[src/rtl/core/pixel_replication_upscaler_defines.svh]
// ---------------------------------------------------------------------------
// pixel_replication_upscaler_defines.svh
// Assertion macros used by the upscaler emit stage (pru_emit).
// ---------------------------------------------------------------------------
`ifndef PIXEL_REPLICATION_UPSCALER_DEFINES_SVH
`define PIXEL_REPLICATION_UPSCALER_DEFINES_SVH

// Clocked property, disabled while reset is asserted.
`define PRU_ASSERT(label, clk, rst_n, prop, msg) \
	label: assert property (@(posedge clk) disable iff (!rst_n) (prop)) else $error(msg);

// Same-cycle implication built on the macro above.
`define PRU_ASSERT_IMPL(label, clk, rst_n, ante, cons, msg) \
	`PRU_ASSERT(label, clk, rst_n, (ante) |-> (cons), msg)

`endif

[src/rtl/core/pru_ram.sv]
// ---------------------------------------------------------------------------
// pru_ram
// Generic simple dual-port RAM, one write and one registered read port.
// ---------------------------------------------------------------------------
module pru_ram #(
	parameter int WIDTH = 8,
	parameter int DEPTH = 16
) (
	input  logic                                       clk,
	input  logic                                       we,
	input  logic [((DEPTH > 1) ? $clog2(DEPTH) : 1)-1:0] waddr,
	input  logic [WIDTH-1:0]                           wdata,
	input  logic                                       re,
	input  logic [((DEPTH > 1) ? $clog2(DEPTH) : 1)-1:0] raddr,
	output logic [WIDTH-1:0]                           rdata
);

	logic [WIDTH-1:0] mem [DEPTH];
	logic [WIDTH-1:0] rdata_q;

	always_ff @(posedge clk) begin
		if (we) begin
			mem[waddr] <= wdata;
		end
		// hold the last read word while re is low
		if (re) begin
			rdata_q <= mem[raddr];
		end
	end

	assign rdata = rdata_q;

endmodule

[config.mk]
export PLATFORM = sky130hd
export DESIGN_NAME = pru_ram
export DESIGN_NICKNAME = d
export VERILOG_FILES = /design/src/rtl/core/pixel_replication_upscaler_defines.svh /design/src/rtl/core/pru_ram.sv
export SDC_FILE = /design/constraint.sdc
export NUM_CORES = 1
export LEC_CHECK = 0
export ABC_AREA = 1
export BUFFER_PORTS_ARGS = -buffer_cell sky130_fd_sc_hd__buf_2
export CAP_MARGIN = 20
export CORE_MARGIN = 3
export CORE_UTILIZATION = 55
export CTS_CLUSTER_DIAMETER = 80
export CTS_CLUSTER_SIZE = 30
export DETAILED_ROUTE_END_ITERATION = 7
export HOLD_SLACK_MARGIN = 0.1
export PLACE_DENSITY = 0.71
export SLEW_MARGIN = 0
export SYNTH_ARGS = -nofsm -noshare
export SYNTH_HDL_FRONTEND = slang
export SYNTH_SLANG_ARGS = --single-unit
export TNS_END_PERCENT = 30
[constraint.sdc]
create_clock -name clk -period 2.5 [get_ports clk]
set_input_delay 0.5 -clock clk [delete_from_list [all_inputs] [get_ports clk]]
set_output_delay 0.5 -clock clk [all_outputs]
set_load 0.01 [all_outputs]
==> summary.md <==
| Metric | Value |
|---|---|
| # diodes | `0` |
| Critical path fanouts, max | `33` |
| Tot Pwr | `5500 uW` |
| Minimum clock period | `1680 ps` |
| Hold_sp | `re` |
| First-pass iteration count of the detailed router | `5` |
| Routed via count | `3905` |
| Worst-case clock buffer depth | `2` |
| Gr usage total | `0.237` |
| Leakage | `0.00286 uW` |
| Fmax | `595 MHz` |
| Worst-margin pin slew | `902 ps` |
| Initial antenna violation count | `0` |
| Sw Pwr | `1150 uW` |
| Via density per instance | `5.37` |
| Num Clock Sinks | `136` |
| Reg2reg path depth | `6` |
| CP Cell Sequence | `buf_2, inv_2, nand3_1, nand3_1, nand3_1, nand2_1` |
| Worst-Skew Late Latency | `530 ps` |
| Initial Utilization | `0.566` |
| CP Class | `in -> reg` |
| Clock transition at path regs | `60 ps` |
| Pwr Density | `827 mW/mm^2` |
| CP dominant cell by count | `nand3_1` |
| Fin Clk Skew | `8.97 ps` |
| Chip Height | `109 um` |
| Crit path required time | `2780 ps` |
| Antenna viol nets, final | `0` |
| WHS Endpoint | `rdata[5]$_DFFE_PP_` |
| CP endpoint kind | `register` |
| Post-CTS Setup Bufs | `0` |
| Netlist cell types | `11` |
| Logic pwr share | `0.055` |
| Max-Cap Viols | `0` |
| Final GP Congestion | `0.884` |
| H-tree depth | `4` |
| Tightest Hold Check Type | `in -> reg` |
| Die Wd | `109 um` |
| Largest net degree at the start of global routing | `65` |
| Syn_area_per_cell | `10.6 sq um` |
| Critical Path Source Type | `primary input` |
| Worst VDD drop | `0.000463 V` |
| Unrepaired setup endpoints after global routing | `no` |
| Top Ports | `27` |
| Register bit total from synthesis | `136` |
| Critical path's largest stage delay | `490 ps` |
| Num rows | `37` |
| Syn. warnings | `0` |
| Final wirelength | `13100 um` |
| Family with the most delay on the worst path | `buffers and inverters` |
| # DRC | `0` |
| Status | `complete, no violations` |
| Worst R2R Setup Slack | `1330 ps` |
| Number of port buffers | `26` |
| Final Hold Viols | `0` |
| Resized Gates After CTS | `0` |
| Pins Over Slew Limit | `0` |
| # hold bufs at CTS | `0` |
| Commonest non-fill, non-tap cell in the layout | `nand2_1` |
| Seq/Total Area, Yosys | `0.698` |
| Layout cell share with drive strength beyond 1 | `0.105` |
| WHS Path Cells | `1` |
| Clock share of power | `0.476` |
| First-pass GRT wire length | `20300 um` |
| GRT overflow | `0` |
| Period utilization | `0.672` |
| DP HPWL | `8100 um` |
| Initial DRC Count | `511` |
| RR Startpoint | `mem[9][1]$_DFFE_PP_` |
| Die Area | `0.0119 sq mm` |
| Commonest non-fill, non-tap cells in the layout | `173 x nand2_1, 136 x edfxtp_1, 100 x inv_1` |
| Slew HR | `0.396` |
| TritonCTS clock tree | `done` |
| Wire per inst | `18.1 um` |
| Core area | `0.0103 sq mm` |
| Clock root buffer | `clkbuf_8` |
| Crit path DAT | `1960 ps` |
| Internal power | `4360 uW` |
| Fin Setup TNS | `0 ps` |
| Final nets | `597` |
| Fill count | `777` |
| Slowest cell on the critical path | `buf_2` |
| Worst reg2reg path endpoint | `rdata[1]$_DFFE_PP_` |
| Sw frac | `0.209` |
| Synth Cell Area | `0.00585 sq mm` |
| Area growth syn-to-layout | `13.9%` |
| Num CTS Buffers | `17` |
| Crit path buffers/inverters | `2` |
| Sequential Power Share | `0.470` |
| Synth Net Count | `570` |
| Final setup fails | `0` |
| Gate Count Post-Synth | `551` |
| Vias in the first global route | `3690` |
state kept, by name, indices dropped and copies added (netlist names):
signal  cells
rdata       8
mem       128
how the worst max path moves through the flow:
stage | endpoint | cells after the start | startpoint | slack (ps)
3_3_place_gp | rdata[0]$_DFFE_PP_ | 6 | raddr[1] | 330
6_report | rdata[1]$_DFFE_PP_ | 6 | raddr[1] | 820
4_1_cts | rdata[1]$_DFFE_PP_ | 6 | raddr[1] | 860
3_5_place_dp | rdata[0]$_DFFE_PP_ | 6 | raddr[1] | 290
2_1_floorplan | mem[10][0]$_DFFE_PP_ | 2 | waddr[2] | 1050
5_1_grt | rdata[1]$_DFFE_PP_ | 6 | raddr[1] | 740
worst register-to-register path: cells and delay by family, from the launching register on:
| kind | cells | cell delay [ps] |
|---|---|---|
| and+or+nand+nor | 5 | 490 |
| DFF | 1 | 370 |
| buffers and inverters | 1 | 60 |
power by group through the flow:
stage	Clock (uW)	Sequential, uW	Combinational (uW)
2_1_floorplan	0	2630	180
3_3_place_gp	0	2630	297
3_5_place_dp	0	2630	298
4_1_cts	2630	2590	301
5_1_grt	2740	2590	334
6_report	2620	2590	300
area by class of cell:
| type | instances | area, sq um | share of cell area |
|---|---|---|---|
| clock buffer | 17 | 414 | 0.0622 |
| clock inverter | 15 | 206 | 0.0310 |
| inverter | 102 | 383 | 0.0575 |
| multi-input combinational | 289 | 1210 | 0.182 |
| sequential | 136 | 4080 | 0.613 |
| tap | 136 | 170 | 0.0256 |
| timing repair buffer | 32 | 188 | 0.0282 |
cells by family (layout without fill, tap and decap cells):
family / count (synthesis) / in the layout / synth area share
flip-flops: 136 / 136 / 0.698
AND/OR/NAND/NOR: 289 / 289 / 0.208
buffers and inverters: 126 / 166 / 0.0939
cell usage after synthesis:
cell type    n  area (sq um)
inv_1      100           375
nand3b_1     2          15.0
buf_1        1          3.75
nor2_1      17          63.8
buf_2       13          65.1
edfxtp_1   136          4080
nand3_1     97           485
inv_2        2          7.51
buf_6        6          67.6
nand2_1    173           649
buf_4        4          30.0
stage by stage:
step                hold slack (ps)  cells  setup slack, ps  cell area, sq um   util
finish                          348    727              820              6660  0.645
global route                    332    727              740              6660  0.645
CTS                             324    727              862              6660  0.645
detailed placement              747    695              288              6040  0.585
global placement                750    695              332              6040  0.585
floorplan                       599    551             1050              5850      -
metal layers:
layer  routed length, um  GRT usage  vias up
li1                    -          -     1837
met1                5550      0.330     1828
met2                6150      0.364      217
met3                1210     0.0639       23
met4                 220     0.0803        0
met5                   0          0        -
No activity file was read; power rests on OpenSTA's default activity.
