==> src/rtl/core/pixel_replication_upscaler_defines.svh <==
// ---------------------------------------------------------------------------
// pixel_replication_upscaler_defines.svh
// Assertion macros used by the upscaler emit stage (pru_emit).
// ---------------------------------------------------------------------------
`ifndef PIXEL_REPLICATION_UPSCALER_DEFINES_SVH
`define PIXEL_REPLICATION_UPSCALER_DEFINES_SVH

// Clocked property, disabled while reset is asserted.
`define PRU_ASSERT(label, clk, rst_n, prop, msg) \
	label: assert property (@(posedge clk) disable iff (!rst_n) (prop)) else $error(msg);

// Same-cycle implication built on the macro above.
`define PRU_ASSERT_IMPL(label, clk, rst_n, ante, cons, msg) \
	`PRU_ASSERT(label, clk, rst_n, (ante) |-> (cons), msg)

`endif

==> src/rtl/core/pru_pkg.sv <==
// ---------------------------------------------------------------------------
// pru_pkg
// Sizes, codes and shared types of the pixel replication upscaler.
// ---------------------------------------------------------------------------
package pru_pkg;

	localparam int MAX_WIDTH = 1024;
	localparam int MAX_SCALE = 8;

	localparam int CHAN_W = 8;
	localparam int PIX_W  = 3 * CHAN_W;
	localparam int SC_W   = 4;     // scale_factor register width
	localparam int LW_W   = 11;    // line_width register width
	localparam int CFG_IDX_W = 2;
	localparam int CFG_DAT_W = LW_W;

	localparam int COL_W  = (MAX_WIDTH > 1) ? $clog2(MAX_WIDTH) : 1;
	localparam int ROW_W  = (MAX_SCALE > 1) ? $clog2(MAX_SCALE) : 1;
	localparam int CMP_W  = (COL_W + 1 > LW_W) ? COL_W + 1 : LW_W;
	localparam int RCMP_W = (ROW_W + 1 > SC_W) ? ROW_W + 1 : SC_W;

	localparam logic [CFG_IDX_W-1:0] REG_SCALE = CFG_IDX_W'(0);
	localparam logic [CFG_IDX_W-1:0] REG_WIDTH = CFG_IDX_W'(1);

	localparam logic [SC_W-1:0] SCALE_RST = SC_W'(2);
	localparam logic [LW_W-1:0] WIDTH_RST = LW_W'(1024);

	typedef enum logic [1:0] {
		PH_LOAD   = 2'b01,
		PH_REPLAY = 2'b10
	} pru_phase_t;

	// One accepted command, as handed from the control unit to the emitter.
	typedef struct packed {
		logic             err;       // command did not fit the phase
		logic             use_ram;   // pixel comes from the line store read
		logic             row_last;  // last pixel of the row
		logic [SC_W-1:0]  n;         // copies to emit, 1..MAX_SCALE
		logic [PIX_W-1:0] pix;       // pixel when use_ram is low
	} pru_item_t;

	// Line store access issued at acceptance.
	typedef struct packed {
		logic             we;
		logic [COL_W-1:0] waddr;
		logic [PIX_W-1:0] wdata;
		logic             re;
		logic [COL_W-1:0] raddr;
	} pru_ram_req_t;

endpackage

==> src/rtl/core/pru_if.sv <==


interface pru_out_if;
	logic                       valid;
	logic                       ready;
	logic [pru_pkg::CHAN_W-1:0] chan0_out;
	logic [pru_pkg::CHAN_W-1:0] chan1_out;
	logic [pru_pkg::CHAN_W-1:0] chan2_out;
	logic                       row_end;
	logic                       run_last;
	logic                       phase_error;

	modport source(output valid, chan0_out, chan1_out, chan2_out, row_end, run_last,
		phase_error, input ready);
	modport sink(input valid, chan0_out, chan1_out, chan2_out, row_end, run_last,
		phase_error, output ready);
endinterface


==> src/rtl/core/pru_emit.sv <==
// ---------------------------------------------------------------------------
// pru_emit
// Replicates each accepted pixel n times into a registered result stage.
// ---------------------------------------------------------------------------
`include "pixel_replication_upscaler_defines.svh"

module pru_emit (
	input  logic                       clk,
	input  logic                       arst_n,
	input  logic                       item_valid,
	input  pru_pkg::pru_item_t         item,
	output logic                       item_ready,
	input  logic [pru_pkg::PIX_W-1:0]  ram_rdata,
	pru_out_if.source                  result
);

	logic                       valid_s1;
	pru_pkg::pru_item_t         item_s1;
	logic [pru_pkg::SC_W-1:0]   cnt_q;

	logic                       out_valid_q;
	logic [pru_pkg::PIX_W-1:0]  out_pix_q;
	logic                       out_row_end_q;
	logic                       out_last_q;
	logic                       out_err_q;

	logic                       out_ld;
	logic                       fire;
	logic                       final_copy;
	logic [pru_pkg::PIX_W-1:0]  pix_cur;

	assign out_ld     = !out_valid_q || result.ready;
	assign fire       = valid_s1 && out_ld;
	assign final_copy = cnt_q == (item_s1.n - pru_pkg::SC_W'(1));
	assign item_ready = !valid_s1 || (fire && final_copy);
	assign pix_cur    = item_s1.use_ram ? ram_rdata : item_s1.pix;

	always_ff @(posedge clk or negedge arst_n) begin
		if (!arst_n) begin
			valid_s1 <= 1'b0;
			cnt_q    <= '0;
		end else if (item_valid && item_ready) begin
			valid_s1 <= 1'b1;
			cnt_q    <= '0;
		end else if (fire && final_copy) begin
			valid_s1 <= 1'b0;
		end else if (fire) begin
			cnt_q <= cnt_q + pru_pkg::SC_W'(1);
		end
	end

	always_ff @(posedge clk) begin
		if (item_valid && item_ready) begin
			item_s1 <= item;
		end
	end

	always_ff @(posedge clk or negedge arst_n) begin
		if (!arst_n) begin
			out_valid_q <= 1'b0;
		end else if (out_ld) begin
			out_valid_q <= valid_s1;
		end
	end

	always_ff @(posedge clk) begin
		if (fire) begin
			out_pix_q     <= pix_cur;
			out_row_end_q <= final_copy && item_s1.row_last;
			out_last_q    <= final_copy;
			out_err_q     <= item_s1.err;
		end
	end

	assign result.valid       = out_valid_q;
	assign result.chan0_out   = out_pix_q[pru_pkg::CHAN_W-1:0];
	assign result.chan1_out   = out_pix_q[2*pru_pkg::CHAN_W-1:pru_pkg::CHAN_W];
	assign result.chan2_out   = out_pix_q[3*pru_pkg::CHAN_W-1:2*pru_pkg::CHAN_W];
	assign result.row_end     = out_row_end_q;
	assign result.run_last    = out_last_q;
	assign result.phase_error = out_err_q;

	`PRU_ASSERT_IMPL(a_cnt_in_run, clk, arst_n, valid_s1, cnt_q < item_s1.n, "copy count past run")
	`PRU_ASSERT_IMPL(a_err_single, clk, arst_n, out_valid_q && out_err_q, out_last_q && !out_row_end_q && (out_pix_q == '0), "error result malformed")
	`PRU_ASSERT_IMPL(a_row_end_last, clk, arst_n, out_valid_q && out_row_end_q, out_last_q, "row end off run end")
	`PRU_ASSERT(a_take_on_finish, clk, arst_n, (valid_s1 && item_ready) |-> (fire && final_copy), "item taken mid run")

endmodule

==> src/flat_wrapper.sv <==
// flat-port wrapper written by rule: the top's interface ports become plain ports
module pru_emit_flat 
  (clk, arst_n, item_valid, item, item_ready, ram_rdata, result_valid, result_chan0_out, result_chan1_out, result_chan2_out, result_row_end, result_run_last, result_phase_error, result_ready);
  pru_out_if result_i ();
  input  logic clk;
  input  logic arst_n;
  input  logic item_valid;
  input  pru_pkg::pru_item_t item;
  output logic item_ready;
  input  logic [pru_pkg::PIX_W-1:0] ram_rdata;
  output wire logic [$bits(result_i.valid)-1:0] result_valid;
  output wire logic [$bits(result_i.chan0_out)-1:0] result_chan0_out;
  output wire logic [$bits(result_i.chan1_out)-1:0] result_chan1_out;
  output wire logic [$bits(result_i.chan2_out)-1:0] result_chan2_out;
  output wire logic [$bits(result_i.row_end)-1:0] result_row_end;
  output wire logic [$bits(result_i.run_last)-1:0] result_run_last;
  output wire logic [$bits(result_i.phase_error)-1:0] result_phase_error;
  input wire logic [$bits(result_i.ready)-1:0] result_ready;
  assign result_valid = result_i.valid;
  assign result_chan0_out = result_i.chan0_out;
  assign result_chan1_out = result_i.chan1_out;
  assign result_chan2_out = result_i.chan2_out;
  assign result_row_end = result_i.row_end;
  assign result_run_last = result_i.run_last;
  assign result_phase_error = result_i.phase_error;
  assign result_i.ready = result_ready;
  pru_emit u_core (.clk(clk), .arst_n(arst_n), .item_valid(item_valid), .item(item), .item_ready(item_ready), .ram_rdata(ram_rdata), .result(result_i));
endmodule
==> config.mk <==
export PLATFORM = sky130hd
export DESIGN_NAME = pru_emit_flat
export DESIGN_NICKNAME = d
export VERILOG_FILES = /design/src/rtl/core/pru_pkg.sv /design/src/rtl/core/pru_if.sv /design/src/rtl/core/pru_emit.sv /design/src/flat_wrapper.sv
export VERILOG_INCLUDE_DIRS = /design/src /design/src/rtl/core
export SDC_FILE = /design/constraint.sdc
export NUM_CORES = 1
export LEC_CHECK = 0
export CORE_ASPECT_RATIO = 0.7
export CORE_MARGIN = 1.5
export CORE_UTILIZATION = 55
export CTS_BUF_LIST = sky130_fd_sc_hd__clkbuf_16
export CTS_CLUSTER_DIAMETER = 120
export DETAILED_ROUTE_END_ITERATION = 8
export DONT_BUFFER_PORTS = 1
export PLACE_DENSITY = 0.73
export RECOVER_POWER = 25
export SLEW_MARGIN = 40
export SYNTH_ARGS = -nofsm -noshare
export SYNTH_HDL_FRONTEND = slang
export SYNTH_SLANG_ARGS = --single-unit
==> constraint.sdc <==
create_clock -name clk -period 2.36 [get_ports clk]
set_input_delay 0.354 -clock clk [delete_from_list [all_inputs] [get_ports clk]]
set_output_delay 0.354 -clock clk [all_outputs]
set_load 0.005 [all_outputs]
==> flow_summary.json <==
{
  "worst_slack_ns": 0.133,
  "clk_latency_ns": 0.32,
  "antenna_found_initial": 0,
  "grt_pass1_wl_um": 6570,
  "syn_to_final_growth_pct": 16.0,
  "finalClockSkew_ns": 0.00483,
  "die_area_um2": 5010,
  "grt_max_degree": 24,
  "vias": 1268,
  "clk_pin_slew_worst_paths_ns": 0.05,
  "io_buffers": 0,
  "ctsRootBufferMaster": "clkbuf_16",
  "p_per_area_nw_per_um2": 1100,
  "cts_sinks": 64,
  "ir_drop_v": 0.000760,
  "placed_cell_area_um2": 2640,
  "yosys_warnings": 0,
  "ys_seq_elements": 64,
  "power_frac_comb_pct": 14.8,
  "viasPerCell": 5.87,
  "dpl_worst_slack_ns": 0.160,
  "clockBufferDepth": 2,
  "stdcell_area_um2": 2930,
  "cp.arrival_ns": 1.87,
  "switching_share_pct": 24.5,
  "period_needed_ns": 2.23,
  "yosysTopAreaCell": "edfxtp_1",
  "layout.nets": 218,
  "syn_avg_cell_area_um2": 17.5,
  "cts_tree": "built",
  "power_switching_w": 0.000793,
  "finalSetupTns_ns": 0,
  "fill_cells": 302,
  "r2r_slack_ns": 0.21,
  "track_usage_pct": 18.8,
  "ys_types": 34,
  "regToRegEndpoint": "u_core.item_s1[12]$_DFFE_PP_",
  "rr_startpoint": "u_core.item_s1[24]$_DFFE_PP_",
  "diodes": 0,
  "core_um2": 4380,
  "drt_iter0_drc": 79,
  "hp-class": "input port to flop",
  "postRouteAntennaNets": 0,
  "numCtsBuffers": 9,
  "setup.worst_path.class": "flop to output port",
  "wire_per_inst_um": 19.8,
  "fmax_mhz": 449,
  "clockPowerShare_pct": 37.4,
  "netlist_area_um2": 2520,
  "min-delay-start": "item[7]",
  "syn_nets": 205,
  "outcome": "complete, no violations",
  "post_cts_buffers": 0,
  "io_pins": 88,
  "fp-row-count": 20,
  "whs_ns": 0.129,
  "setup_viol": 0,
  "start_util_pct": 57.7,
  "worstHoldPathCells": 0,
  "synth_seq_area_share_pct": 74.9,
  "syn_inst": 144,
  "wl_um": 4280,
  "slew_viol_final": 0,
  "chipWidth_um": 84.0,
  "cts_max_level": 3,
  "synth_edf_count": 58,
  "synth-async-reset-ratio_pct": 9.38,
  "period_share_pct": 94.4,
  "hpwlAfterDp_um": 3080,
  "die_h_um": 59.7,
  "relSlewSlack_pct": 62.5,
  "p_int_w": 0.00244,
  "drc": 0,
  "tightest_slew_ns": 0.558,
  "grt_pass1_vias": 1231,
  "overflow": 0,
  "dr.pass1.iters": 4,
  "p_seq_share_pct": 47.8,
  "hold_end": "u_core.item_s1[7]$_DFFE_PP_",
  "required_ns": 2.01,
  "layout-drive-gt1-share_pct": 29.8,
  "place.gp.congestion": 0.803,
  "finalHoldViolations": 0,
  "yosys-top-cells-area": "edfxtp_1 (69%), mux2_2 (11%), dfrtp_1 (5.9%)",
  "p_leak_nw": 1.04,
  "endpoint_kind": "output port",
  "path_max_fanout": 7,
  "synthFlopType": "edfxtp_1",
  "start_kind": "flop",
  "reg2reg_depth": 7,
  "cap_violations": 0,
  "synth_top_area_share_pct": 69.0
}
[cells in the mapped netlist (2+ instances only)]
master	count
clkbuf_1	5
dfrtp_1	6
edfxtp_1	58
ha_1	2
inv_1	6
mux2_2	24
nand2_1	3
nand3_1	5
nor2_1	4
nor3_1	2
o21ai_0	3
xnor2_1	2
xor2_1	3
[stage by stage]
step | util (%) | std cells | power, W
6_report | 66.9 | 216 | 0.00323
5_1_grt | 66.9 | 216 | 0.00338
3_5_place_dp | 60.2 | 200 | 0.00204
4_1_cts | 66.8 | 216 | 0.00326
2_1_floorplan | - | 144 | 0.00188
3_3_place_gp | 60.2 | 200 | 0.00200
[metal layers]
metal	GRT usage, %	routed length [um]
met1	21.0	1700
met2	30.1	2110
met3	10.6	417
met4	8.43	40
met5	0	0
[cells by family after synthesis]
logic type,share of synthesized area (%)
xor+xnor,2.63
flops,74.9
compound gates,3.27
fa+ha+maj,0.991
mux,10.7
buf+inv,1.64
simple gates,5.85
[critical path: stages (launching register included)]
cell,delay [ns]
edfxtp_1,0.40
inv_1,0.06
ha_1,0.30
xor2_1,0.21
nand3_2,0.18
o31ai_2,0.25
buf_4,0.17
[how the worst max path moves through the flow]
stage                                    startpoint                            end
floorplan           u_core.result.valid$_DFFE_PN0P_  u_core.out_pix_q[0]$_DFFE_PP_
global placement       u_core.item_s1[24]$_DFFE_PP_    u_core.item_s1[3]$_DFFE_PP_
detailed placement     u_core.item_s1[24]$_DFFE_PP_   u_core.item_s1[10]$_DFFE_PP_
CTS                    u_core.item_s1[24]$_DFFE_PP_                     item_ready
global route           u_core.item_s1[24]$_DFFE_PP_                     item_ready
finish                 u_core.item_s1[24]$_DFFE_PP_                     item_ready
[sequential cells by signal, indices dropped and copies added, names as in the netlist]
register	flops
u_core.cnt_q	4
u_core.item_s1	31
u_core.out_pix_q	24
u_core.result.phase_error	1
u_core.result.row_end	1
u_core.result.run_last	1
u_core.result.valid	1
u_core.valid_s1	1
[cells in the final DEF (no fill, tap or decap), drive strengths merged, types with 2 or more instances in the layout]
cell type	count
xnor2	2
edfxtp	58
nor2	4
dfrtp	6
and3	3
ha	2
xor2	3
nand3	5
nor3	2
clkinv	3
o21ai	3
nand2	3
inv	7
o311ai	2
buf	6
mux2	24
clkbuf	9
[layout make-up]
| type | count | area (um^2) | area share, % |
|---|---|---|---|
| inverters | 6 | 22.5 | 0.769 |
| flip-flops and latches | 64 | 1890 | 64.6 |
| repair buffers | 7 | 67.6 | 2.31 |
| clock inverters | 6 | 52.6 | 1.79 |
| well taps | 55 | 68.8 | 2.35 |
| clock buffers | 9 | 225 | 7.69 |
| multi-input cells | 69 | 601 | 20.5 |
[power by group through the flow]
| stage | clock network [W] | registers (W) | logic (W) |
|---|---|---|---|
| CTS | 0.00124 | 0.00155 | 0.000474 |
| global placement | 0 | 0.00156 | 0.000435 |
| global route | 0.00129 | 0.00156 | 0.000527 |
| floorplan | 0 | 0.00153 | 0.000355 |
| detailed placement | 0 | 0.00157 | 0.000468 |
| finish | 0.00121 | 0.00155 | 0.000478 |
[timing repair]
| action | 4_1_cts | 5_1_grt |
|---|---|---|
| gates resized for setup | 0 | 1 |
| hold buffers | 1 | 0 |
| setup endpoints to repair | 0 | 17 |
| hold endpoints to repair | 6 | 0 |
Power figures use the tool's default switching activity.
