**config.mk**
```make
export PLATFORM = sky130hd
export DESIGN_NAME = pru_ctrl_flat
export DESIGN_NICKNAME = d
export VERILOG_FILES = /design/src/rtl/core/pixel_replication_upscaler_defines.svh /design/src/rtl/core/pru_pkg.sv /design/src/rtl/core/pru_if.sv /design/src/rtl/core/pru_ctrl.sv /design/src/flat_wrapper.sv
export SDC_FILE = /design/constraint.sdc
export NUM_CORES = 1
export LEC_CHECK = 0
export ABC_AREA = 1
export BUFFER_PORTS_ARGS = -buffer_cell sky130_fd_sc_hd__buf_2
export CORE_MARGIN = 2
export CORE_UTILIZATION = 51
export DETAILED_ROUTE_END_ITERATION = 10
export MAX_ROUTING_LAYER = met4
export PLACE_DENSITY = 0.81
export SYNTH_ARGS = -nofsm -noshare
export SYNTH_HDL_FRONTEND = slang
export SYNTH_SLANG_ARGS = --single-unit
export TNS_END_PERCENT = 20
```
**constraint.sdc**
```tcl
create_clock -name clk -period 4.6 [get_ports clk]
set_clock_uncertainty 0.2 [all_clocks]
set_input_delay 0.46 -clock clk [delete_from_list [all_inputs] [get_ports clk]]
set_output_delay 0.46 -clock clk [all_outputs]
set_load 0.02 [all_outputs]
```
**src/rtl/core/pixel_replication_upscaler_defines.svh**
```systemverilog
// ---------------------------------------------------------------------------
// pixel_replication_upscaler_defines.svh
// Assertion macros used by the upscaler emit stage (pru_emit).
// ---------------------------------------------------------------------------
`ifndef PIXEL_REPLICATION_UPSCALER_DEFINES_SVH
`define PIXEL_REPLICATION_UPSCALER_DEFINES_SVH

// Clocked property, disabled while reset is asserted.
`define PRU_ASSERT(label, clk, rst_n, prop, msg) \
	label: assert property (@(posedge clk) disable iff (!rst_n) (prop)) else $error(msg);

// Same-cycle implication built on the macro above.
`define PRU_ASSERT_IMPL(label, clk, rst_n, ante, cons, msg) \
	`PRU_ASSERT(label, clk, rst_n, (ante) |-> (cons), msg)

`endif

```
**src/rtl/core/pru_pkg.sv**
```systemverilog
// ---------------------------------------------------------------------------
// pru_pkg
// Sizes, codes and shared types of the pixel replication upscaler.
// ---------------------------------------------------------------------------
package pru_pkg;

	localparam int MAX_WIDTH = 1024;
	localparam int MAX_SCALE = 8;

	localparam int CHAN_W = 8;
	localparam int PIX_W  = 3 * CHAN_W;
	localparam int SC_W   = 4;     // scale_factor register width
	localparam int LW_W   = 11;    // line_width register width
	localparam int CFG_IDX_W = 2;
	localparam int CFG_DAT_W = LW_W;

	localparam int COL_W  = (MAX_WIDTH > 1) ? $clog2(MAX_WIDTH) : 1;
	localparam int ROW_W  = (MAX_SCALE > 1) ? $clog2(MAX_SCALE) : 1;
	localparam int CMP_W  = (COL_W + 1 > LW_W) ? COL_W + 1 : LW_W;
	localparam int RCMP_W = (ROW_W + 1 > SC_W) ? ROW_W + 1 : SC_W;

	localparam logic [CFG_IDX_W-1:0] REG_SCALE = CFG_IDX_W'(0);
	localparam logic [CFG_IDX_W-1:0] REG_WIDTH = CFG_IDX_W'(1);

	localparam logic [SC_W-1:0] SCALE_RST = SC_W'(2);
	localparam logic [LW_W-1:0] WIDTH_RST = LW_W'(1024);

	typedef enum logic [1:0] {
		PH_LOAD   = 2'b01,
		PH_REPLAY = 2'b10
	} pru_phase_t;

	// One accepted command, as handed from the control unit to the emitter.
	typedef struct packed {
		logic             err;       // command did not fit the phase
		logic             use_ram;   // pixel comes from the line store read
		logic             row_last;  // last pixel of the row
		logic [SC_W-1:0]  n;         // copies to emit, 1..MAX_SCALE
		logic [PIX_W-1:0] pix;       // pixel when use_ram is low
	} pru_item_t;

	// Line store access issued at acceptance.
	typedef struct packed {
		logic             we;
		logic [COL_W-1:0] waddr;
		logic [PIX_W-1:0] wdata;
		logic             re;
		logic [COL_W-1:0] raddr;
	} pru_ram_req_t;

endpackage

```
**src/rtl/core/pru_if.sv**
```systemverilog
// ---------------------------------------------------------------------------
// pru_if
// Valid/ready channels of the upscaler: input, result and config write.
// ---------------------------------------------------------------------------
interface pru_in_if;
	logic                       valid;
	logic                       ready;
	logic                       cmd;
	logic [pru_pkg::CHAN_W-1:0] chan0_in;
	logic [pru_pkg::CHAN_W-1:0] chan1_in;
	logic [pru_pkg::CHAN_W-1:0] chan2_in;

	modport source(output valid, cmd, chan0_in, chan1_in, chan2_in, input ready);
	modport sink(input valid, cmd, chan0_in, chan1_in, chan2_in, output ready);
endinterface


interface pru_cfg_if;
	logic                          valid;
	logic                          ready;
	logic [pru_pkg::CFG_IDX_W-1:0] index;
	logic [pru_pkg::CFG_DAT_W-1:0] data;

	modport source(output valid, index, data, input ready);
	modport sink(input valid, index, data, output ready);
endinterface

```
**src/rtl/core/pru_ctrl.sv**
```systemverilog
// ---------------------------------------------------------------------------
// pru_ctrl
// Phase tracking, column counters, config registers and line store access.
// ---------------------------------------------------------------------------
module pru_ctrl (
	input  logic                  clk,
	input  logic                  arst_n,
	pru_in_if.sink                feed,
	pru_cfg_if.sink               cfg,
	input  logic                  item_ready,
	output pru_pkg::pru_item_t    item,
	output pru_pkg::pru_ram_req_t ram_req
);

	logic [pru_pkg::SC_W-1:0]   scale_q;
	logic [pru_pkg::LW_W-1:0]   width_q;
	pru_pkg::pru_phase_t        phase_q;
	logic [pru_pkg::COL_W-1:0]  load_col_q;
	logic [pru_pkg::COL_W-1:0]  rep_col_q;
	logic [pru_pkg::ROW_W-1:0]  rep_row_q;

	logic [pru_pkg::SC_W-1:0]   s_eff;
	logic [pru_pkg::CMP_W-1:0]  w_eff;
	logic [pru_pkg::CMP_W-1:0]  w_m1;
	logic [pru_pkg::RCMP_W-1:0] row_next;
	logic [pru_pkg::RCMP_W-1:0] s_m1;
	logic                       bad;
	logic                       load_last;
	logic                       rep_last;
	logic                       accept;
	logic                       go;

	assign cfg.ready  = 1'b1;
	assign feed.ready = item_ready;
	assign accept     = feed.valid && feed.ready;
	assign go         = accept && !bad;

	always_comb begin
		s_eff = scale_q;
		if (scale_q == '0) begin
			s_eff = pru_pkg::SC_W'(1);
		end else if (int'(scale_q) > pru_pkg::MAX_SCALE) begin
			s_eff = pru_pkg::SC_W'(pru_pkg::MAX_SCALE);
		end
		w_eff = pru_pkg::CMP_W'(width_q);
		if (width_q == '0) begin
			w_eff = pru_pkg::CMP_W'(1);
		end else if (int'(width_q) > pru_pkg::MAX_WIDTH) begin
			w_eff = pru_pkg::CMP_W'(pru_pkg::MAX_WIDTH);
		end
		w_m1      = w_eff - pru_pkg::CMP_W'(1);
		load_last = pru_pkg::CMP_W'(load_col_q) >= w_m1;
		rep_last  = pru_pkg::CMP_W'(rep_col_q) >= w_m1;
		row_next  = pru_pkg::RCMP_W'(rep_row_q) + pru_pkg::RCMP_W'(1);
		s_m1      = pru_pkg::RCMP_W'(s_eff) - pru_pkg::RCMP_W'(1);
		bad       = feed.cmd != (phase_q == pru_pkg::PH_REPLAY);

		item.err      = bad;
		item.use_ram  = !bad && feed.cmd;
		item.row_last = !bad && (feed.cmd ? rep_last : load_last);
		item.n        = bad ? pru_pkg::SC_W'(1) : s_eff;
		item.pix      = (bad || feed.cmd) ? '0
			: {feed.chan2_in, feed.chan1_in, feed.chan0_in};

		ram_req.we    = go && !feed.cmd;
		ram_req.waddr = load_col_q;
		ram_req.wdata = {feed.chan2_in, feed.chan1_in, feed.chan0_in};
		ram_req.re    = go && feed.cmd;
		ram_req.raddr = rep_col_q;
	end

	always_ff @(posedge clk or negedge arst_n) begin
		if (!arst_n) begin
			scale_q <= pru_pkg::SCALE_RST;
			width_q <= pru_pkg::WIDTH_RST;
		end else if (cfg.valid) begin
			case (cfg.index)
				pru_pkg::REG_SCALE: scale_q <= cfg.data[pru_pkg::SC_W-1:0];
				pru_pkg::REG_WIDTH: width_q <= cfg.data[pru_pkg::LW_W-1:0];
				default: ;
			endcase
		end
	end

	// Writes and reads of the line store are issued in command order, one per
	// cycle at most, so a replay read always lands after the push that wrote it.
	always_ff @(posedge clk or negedge arst_n) begin
		if (!arst_n) begin
			phase_q    <= pru_pkg::PH_LOAD;
			load_col_q <= '0;
			rep_col_q  <= '0;
			rep_row_q  <= '0;
		end else if (go) begin
			if (!feed.cmd) begin
				if (load_last) begin
					load_col_q <= '0;
					if (s_eff > pru_pkg::SC_W'(1)) begin
						phase_q   <= pru_pkg::PH_REPLAY;
						rep_col_q <= '0;
						rep_row_q <= '0;
					end
				end else begin
					load_col_q <= load_col_q + pru_pkg::COL_W'(1);
				end
			end else begin
				if (rep_last) begin
					rep_col_q <= '0;
					if (row_next >= s_m1) begin
						phase_q   <= pru_pkg::PH_LOAD;
						rep_row_q <= '0;
					end else begin
						rep_row_q <= row_next[pru_pkg::ROW_W-1:0];
					end
				end else begin
					rep_col_q <= rep_col_q + pru_pkg::COL_W'(1);
				end
			end
		end
	end

endmodule

```
**src/flat_wrapper.sv**
```systemverilog
// flat-port wrapper written by rule: the top's interface ports become plain ports
module pru_ctrl_flat 
  (clk, arst_n, item_ready, item, ram_req, feed_valid, feed_cmd, feed_chan0_in, feed_chan1_in, feed_chan2_in, feed_ready, cfg_valid, cfg_index, cfg_data, cfg_ready);
  pru_in_if feed_i ();
  pru_cfg_if cfg_i ();
  input  logic clk;
  input  logic arst_n;
  input  logic item_ready;
  output pru_pkg::pru_item_t item;
  output pru_pkg::pru_ram_req_t ram_req;
  input wire logic [$bits(feed_i.valid)-1:0] feed_valid;
  input wire logic [$bits(feed_i.cmd)-1:0] feed_cmd;
  input wire logic [$bits(feed_i.chan0_in)-1:0] feed_chan0_in;
  input wire logic [$bits(feed_i.chan1_in)-1:0] feed_chan1_in;
  input wire logic [$bits(feed_i.chan2_in)-1:0] feed_chan2_in;
  output wire logic [$bits(feed_i.ready)-1:0] feed_ready;
  input wire logic [$bits(cfg_i.valid)-1:0] cfg_valid;
  input wire logic [$bits(cfg_i.index)-1:0] cfg_index;
  input wire logic [$bits(cfg_i.data)-1:0] cfg_data;
  output wire logic [$bits(cfg_i.ready)-1:0] cfg_ready;
  assign feed_i.valid = feed_valid;
  assign feed_i.cmd = feed_cmd;
  assign feed_i.chan0_in = feed_chan0_in;
  assign feed_i.chan1_in = feed_chan1_in;
  assign feed_i.chan2_in = feed_chan2_in;
  assign feed_ready = feed_i.ready;
  assign cfg_i.valid = cfg_valid;
  assign cfg_i.index = cfg_index;
  assign cfg_i.data = cfg_data;
  assign cfg_ready = cfg_i.ready;
  pru_ctrl u_core (.clk(clk), .arst_n(arst_n), .feed(feed_i), .cfg(cfg_i), .item_ready(item_ready), .item(item), .ram_req(ram_req));
endmodule
```
==> flow_metrics.py <==
metrics = {
    "routing": {
        "top_layer_used": "met4",
        "initialDrtViolationCount": 108,
        "vias_per_cell": 4.853,
        "routedWlPerCell_um": 11.35,
        "met2WireLength_um": 3679,
        "routed_wirelength_um": 7477,
        "drt_first_pass_iters": 4,
        "dr_wl_met3_um": 296,
        "drt-met1-wl_um": 3402,
        "drcViolationCount": 0,
        "vias": 3198,
        "ant_nets": 0,
    },
    "clocking": {
        "cts_tree": "built",
        "cts_made_buffers": 5,
        "ctsLongestPathBuffers": 2,
        "cts_max_level": 2,
        "cts.sinks": 40,
        "clkLatencyLatePin_ns": 0.29,
        "clkTransAtPathRegs_ns": 0.08,
        "cts_root_buffer": "clkbuf_8",
        "cts-resized-gates": 0,
        "post_cts_buffers": 0,
        "cts_hold_buf": 0,
    },
    "die": {
        "die_x_um": 86.41,
        "core_area_um2": 6681,
        "fp.dieArea_um2": 7466,
        "die_h_um": 86.41,
        "rows": 30,
        "ios": 122,
        "start_util_pct": 51.84,
    },
    "layout": {
        "register_area_um2": 1005,
        "fin_area_um2": 4014,
        "multi_input_area_um2": 1883,
        "diodes": 0,
        "drive_above_1_share_pct": 31.09,
        "fillers": 622,
        "nets": 645,
        "syn_to_final_growth_pct": 15.90,
    },
    "sta": {
        "holdWs_ns": 0.07342,
        "max-slew-margin-rel_pct": 42.53,
        "fin_setup_tns_ns": 0,
        "hold_viol_final": 0,
        "fmax_mhz": 238.5,
        "min_period_ns": 4.192,
        "worstMarginPinSlew_ns": 0.8621,
        "layout_worst_path_cycle_share_pct": 91.14,
        "setup_viol": 0,
        "rsz0062_at_grt": "false",
        "final_max_slew_viol_count": 0,
    },
    "synthesis": {
        "synth_enable_flop_cells": 0,
        "synth_top_cell_area_share_pct": 26.73,
        "synth_cell_types": 39,
        "syn_inst": 484,
        "synth.most_common_cell": "nand2_1",
        "ys_seq_area_share_pct": 29.01,
        "synth_area_um2": 3463,
        "async_flop_share_pct": 100.0,
        "yosys_warnings": 0,
        "ys_seq_elements": 40,
        "synth_area_per_cell_um2": 7.156,
        "yosysTopAreaCell": "dfrtp_1",
        "synth_commonest_cells": "nand2_1, inv_1, nand3_1",
        "synth_flop_cell": "dfrtp_1",
        "synth_area_leaders": "dfrtp_1, nand2_1, inv_1, ha_1, buf_4",
    },
    "power_and_ir_drop": {
        "p_leak_nw": 2.488,
        "ir_drop_v": 0.0002120,
        "p_sw_share_pct": 48.72,
        "p_seq_share_pct": 30.9,
        "p_total_w": 0.001819,
        "p_switching_w": 0.0008863,
        "power_density_nw_per_um2": 453.2,
        "p_int_w": 0.0009328,
        "pwr-share-clk_pct": 13.9,
        "p_comb_share_pct": 55.3,
    },
    "placement": {
        "dpl_cell_area_um2": 3916,
        "globalplace.congestion": 0.9038,
        "port_buffers": 120,
        "hpwl_um": 6079,
    },
    "setup_path": {
        "worst-path-buf-inv": 4,
        "max_stage_delay_ns": 0.57,
        "worstPathRequired_ns": 3.94,
        "start_kind": "flip-flop",
        "crit_fanout": 8,
        "reg2reg_slack_ns": 0.89,
        "critPathSlowestCell": "dfstp_2",
        "critPathTopFamily": "simple AND/OR/NAND/NOR gates",
        "critPathCaptureType": "output pin",
        "critPathKind": "flip-flop to output pin",
        "crit_arrival_ns": 3.53,
        "crit_chain": "inv_2 -> nand2_1 -> inv_1 -> nand2_1 -> inv_1 -> a21oi_4 -> ha_1 -> nand2_1 -> xnor2_1 -> ha_1 -> nand3_1 -> nor3_1 -> a211oi_1 -> nand3_1 -> nand2_1 -> nand2_1 -> nand2_1 -> nand3_2 -> nand2_4 -> nand2_1 -> nand2_1 -> nor2_1 -> buf_2",
        "crit_top_cell": "nand2_1",
    },
    "run": {
        "maxCapViolCount": 0,
    },
    "status": {
        "status": "completed",
    },
    "global_route": {
        "global_route.overflow_total": 0,
        "grt_pass1_wl_um": 12310,
        "grt_max_degree": 41,
        "grt_pass1_vias": 2819,
        "antenna_found_initial": 0,
        "grt_usage_pct": 20.87,
    },
    "worst_hold_path": {
        "hold_class": "input pin to asynchronous set/reset pin",
    },
}
## cell usage in the layout (no fill, tap or decap), types with 7 or more instances in the layout
cell     count
buf_2      120
nand2_1    119
inv_1       82
nand3_1     39
dfrtp_1     37
nor2_1      31
ha_1        24
o21ai_0     17
nand2_2     15
xor2_1      11
o21ai_1      7
## power groups by stage
stage,clock [W],sequential (W),combinational [W]
3_3_place_gp,0,0.000566,0.000985
4_1_cts,0.000259,0.000562,0.00101
5_1_grt,0.000272,0.000579,0.00114
3_5_place_dp,0,0.000569,0.00101
6_report,0.000252,0.000562,0.00101
2_1_floorplan,0,0.000608,0.000715
## worst paths after layout
path,start,endpoint,cells after the start
worst min register to register,u_core.phase_q[0],u_core.phase_q[0],2
min in group clk,cfg_data[9],u_core.width_q[9],2
worst max-delay path,u_core.width_q[10],item[28],23
max in group asynchronous,arst_n,u_core.scale_q[0],1
worst min-delay path,arst_n,u_core.load_col_q[6],1
worst max register to register,u_core.width_q[10],u_core.rep_col_q[2],23
## sequential cells by signal, summed over array words and instances, names as in the netlist
| signal | cells |
|---|---|
| u_core.width_q | 11 |
| u_core.load_col_q | 10 |
| u_core.rep_col_q | 10 |
| u_core.scale_q | 4 |
| u_core.rep_row_q | 3 |
| u_core.phase_q | 2 |
## area by class of cell
| class | count | share of cell area [%] |
|---|---|---|
| multi-input cells | 324 | 46.91 |
| flip-flops and latches | 40 | 25.03 |
| repair buffers | 120 | 14.96 |
| inverters | 87 | 8.167 |
| clock buffers | 6 | 2.057 |
| clock inverters | 2 | 0.3741 |
| well taps | 80 | 2.494 |
## stage by stage
stage | cells | worst slack, ns | util [%]
floorplan | 485 | 1.030 | -
global placement | 651 | 0.8619 | 58.61
detailed placement | 651 | 0.7146 | 58.61
CTS | 659 | 0.3916 | 60.07
global route | 659 | 0.08939 | 60.07
finish | 659 | 0.4076 | 60.07
## metal layers
metal / vias up / global-route usage [%]
li1: 1674 / -
met1: 1446 / 25.47
met2: 71 / 36.57
met3: 7 / 2.952
met4: 0 / 4.830
met5: - / -
## kinds of logic after synthesis
| logic type | count (synthesis) | synth area share (%) |
|---|---|---|
| AND/OR/NAND/NOR | 233 | 31.11 |
| buffers and inverters | 121 | 16.73 |
| AO/OA/AOI/OAI | 45 | 8.887 |
| flip-flops | 40 | 29.01 |
| adder cells (fa/ha/maj) | 24 | 8.671 |
| XOR/XNOR | 14 | 3.541 |
| multiplexers | 6 | 1.951 |
| other | 1 | 0.1083 |
Note: power is estimated with default switching activity, not from simulation.
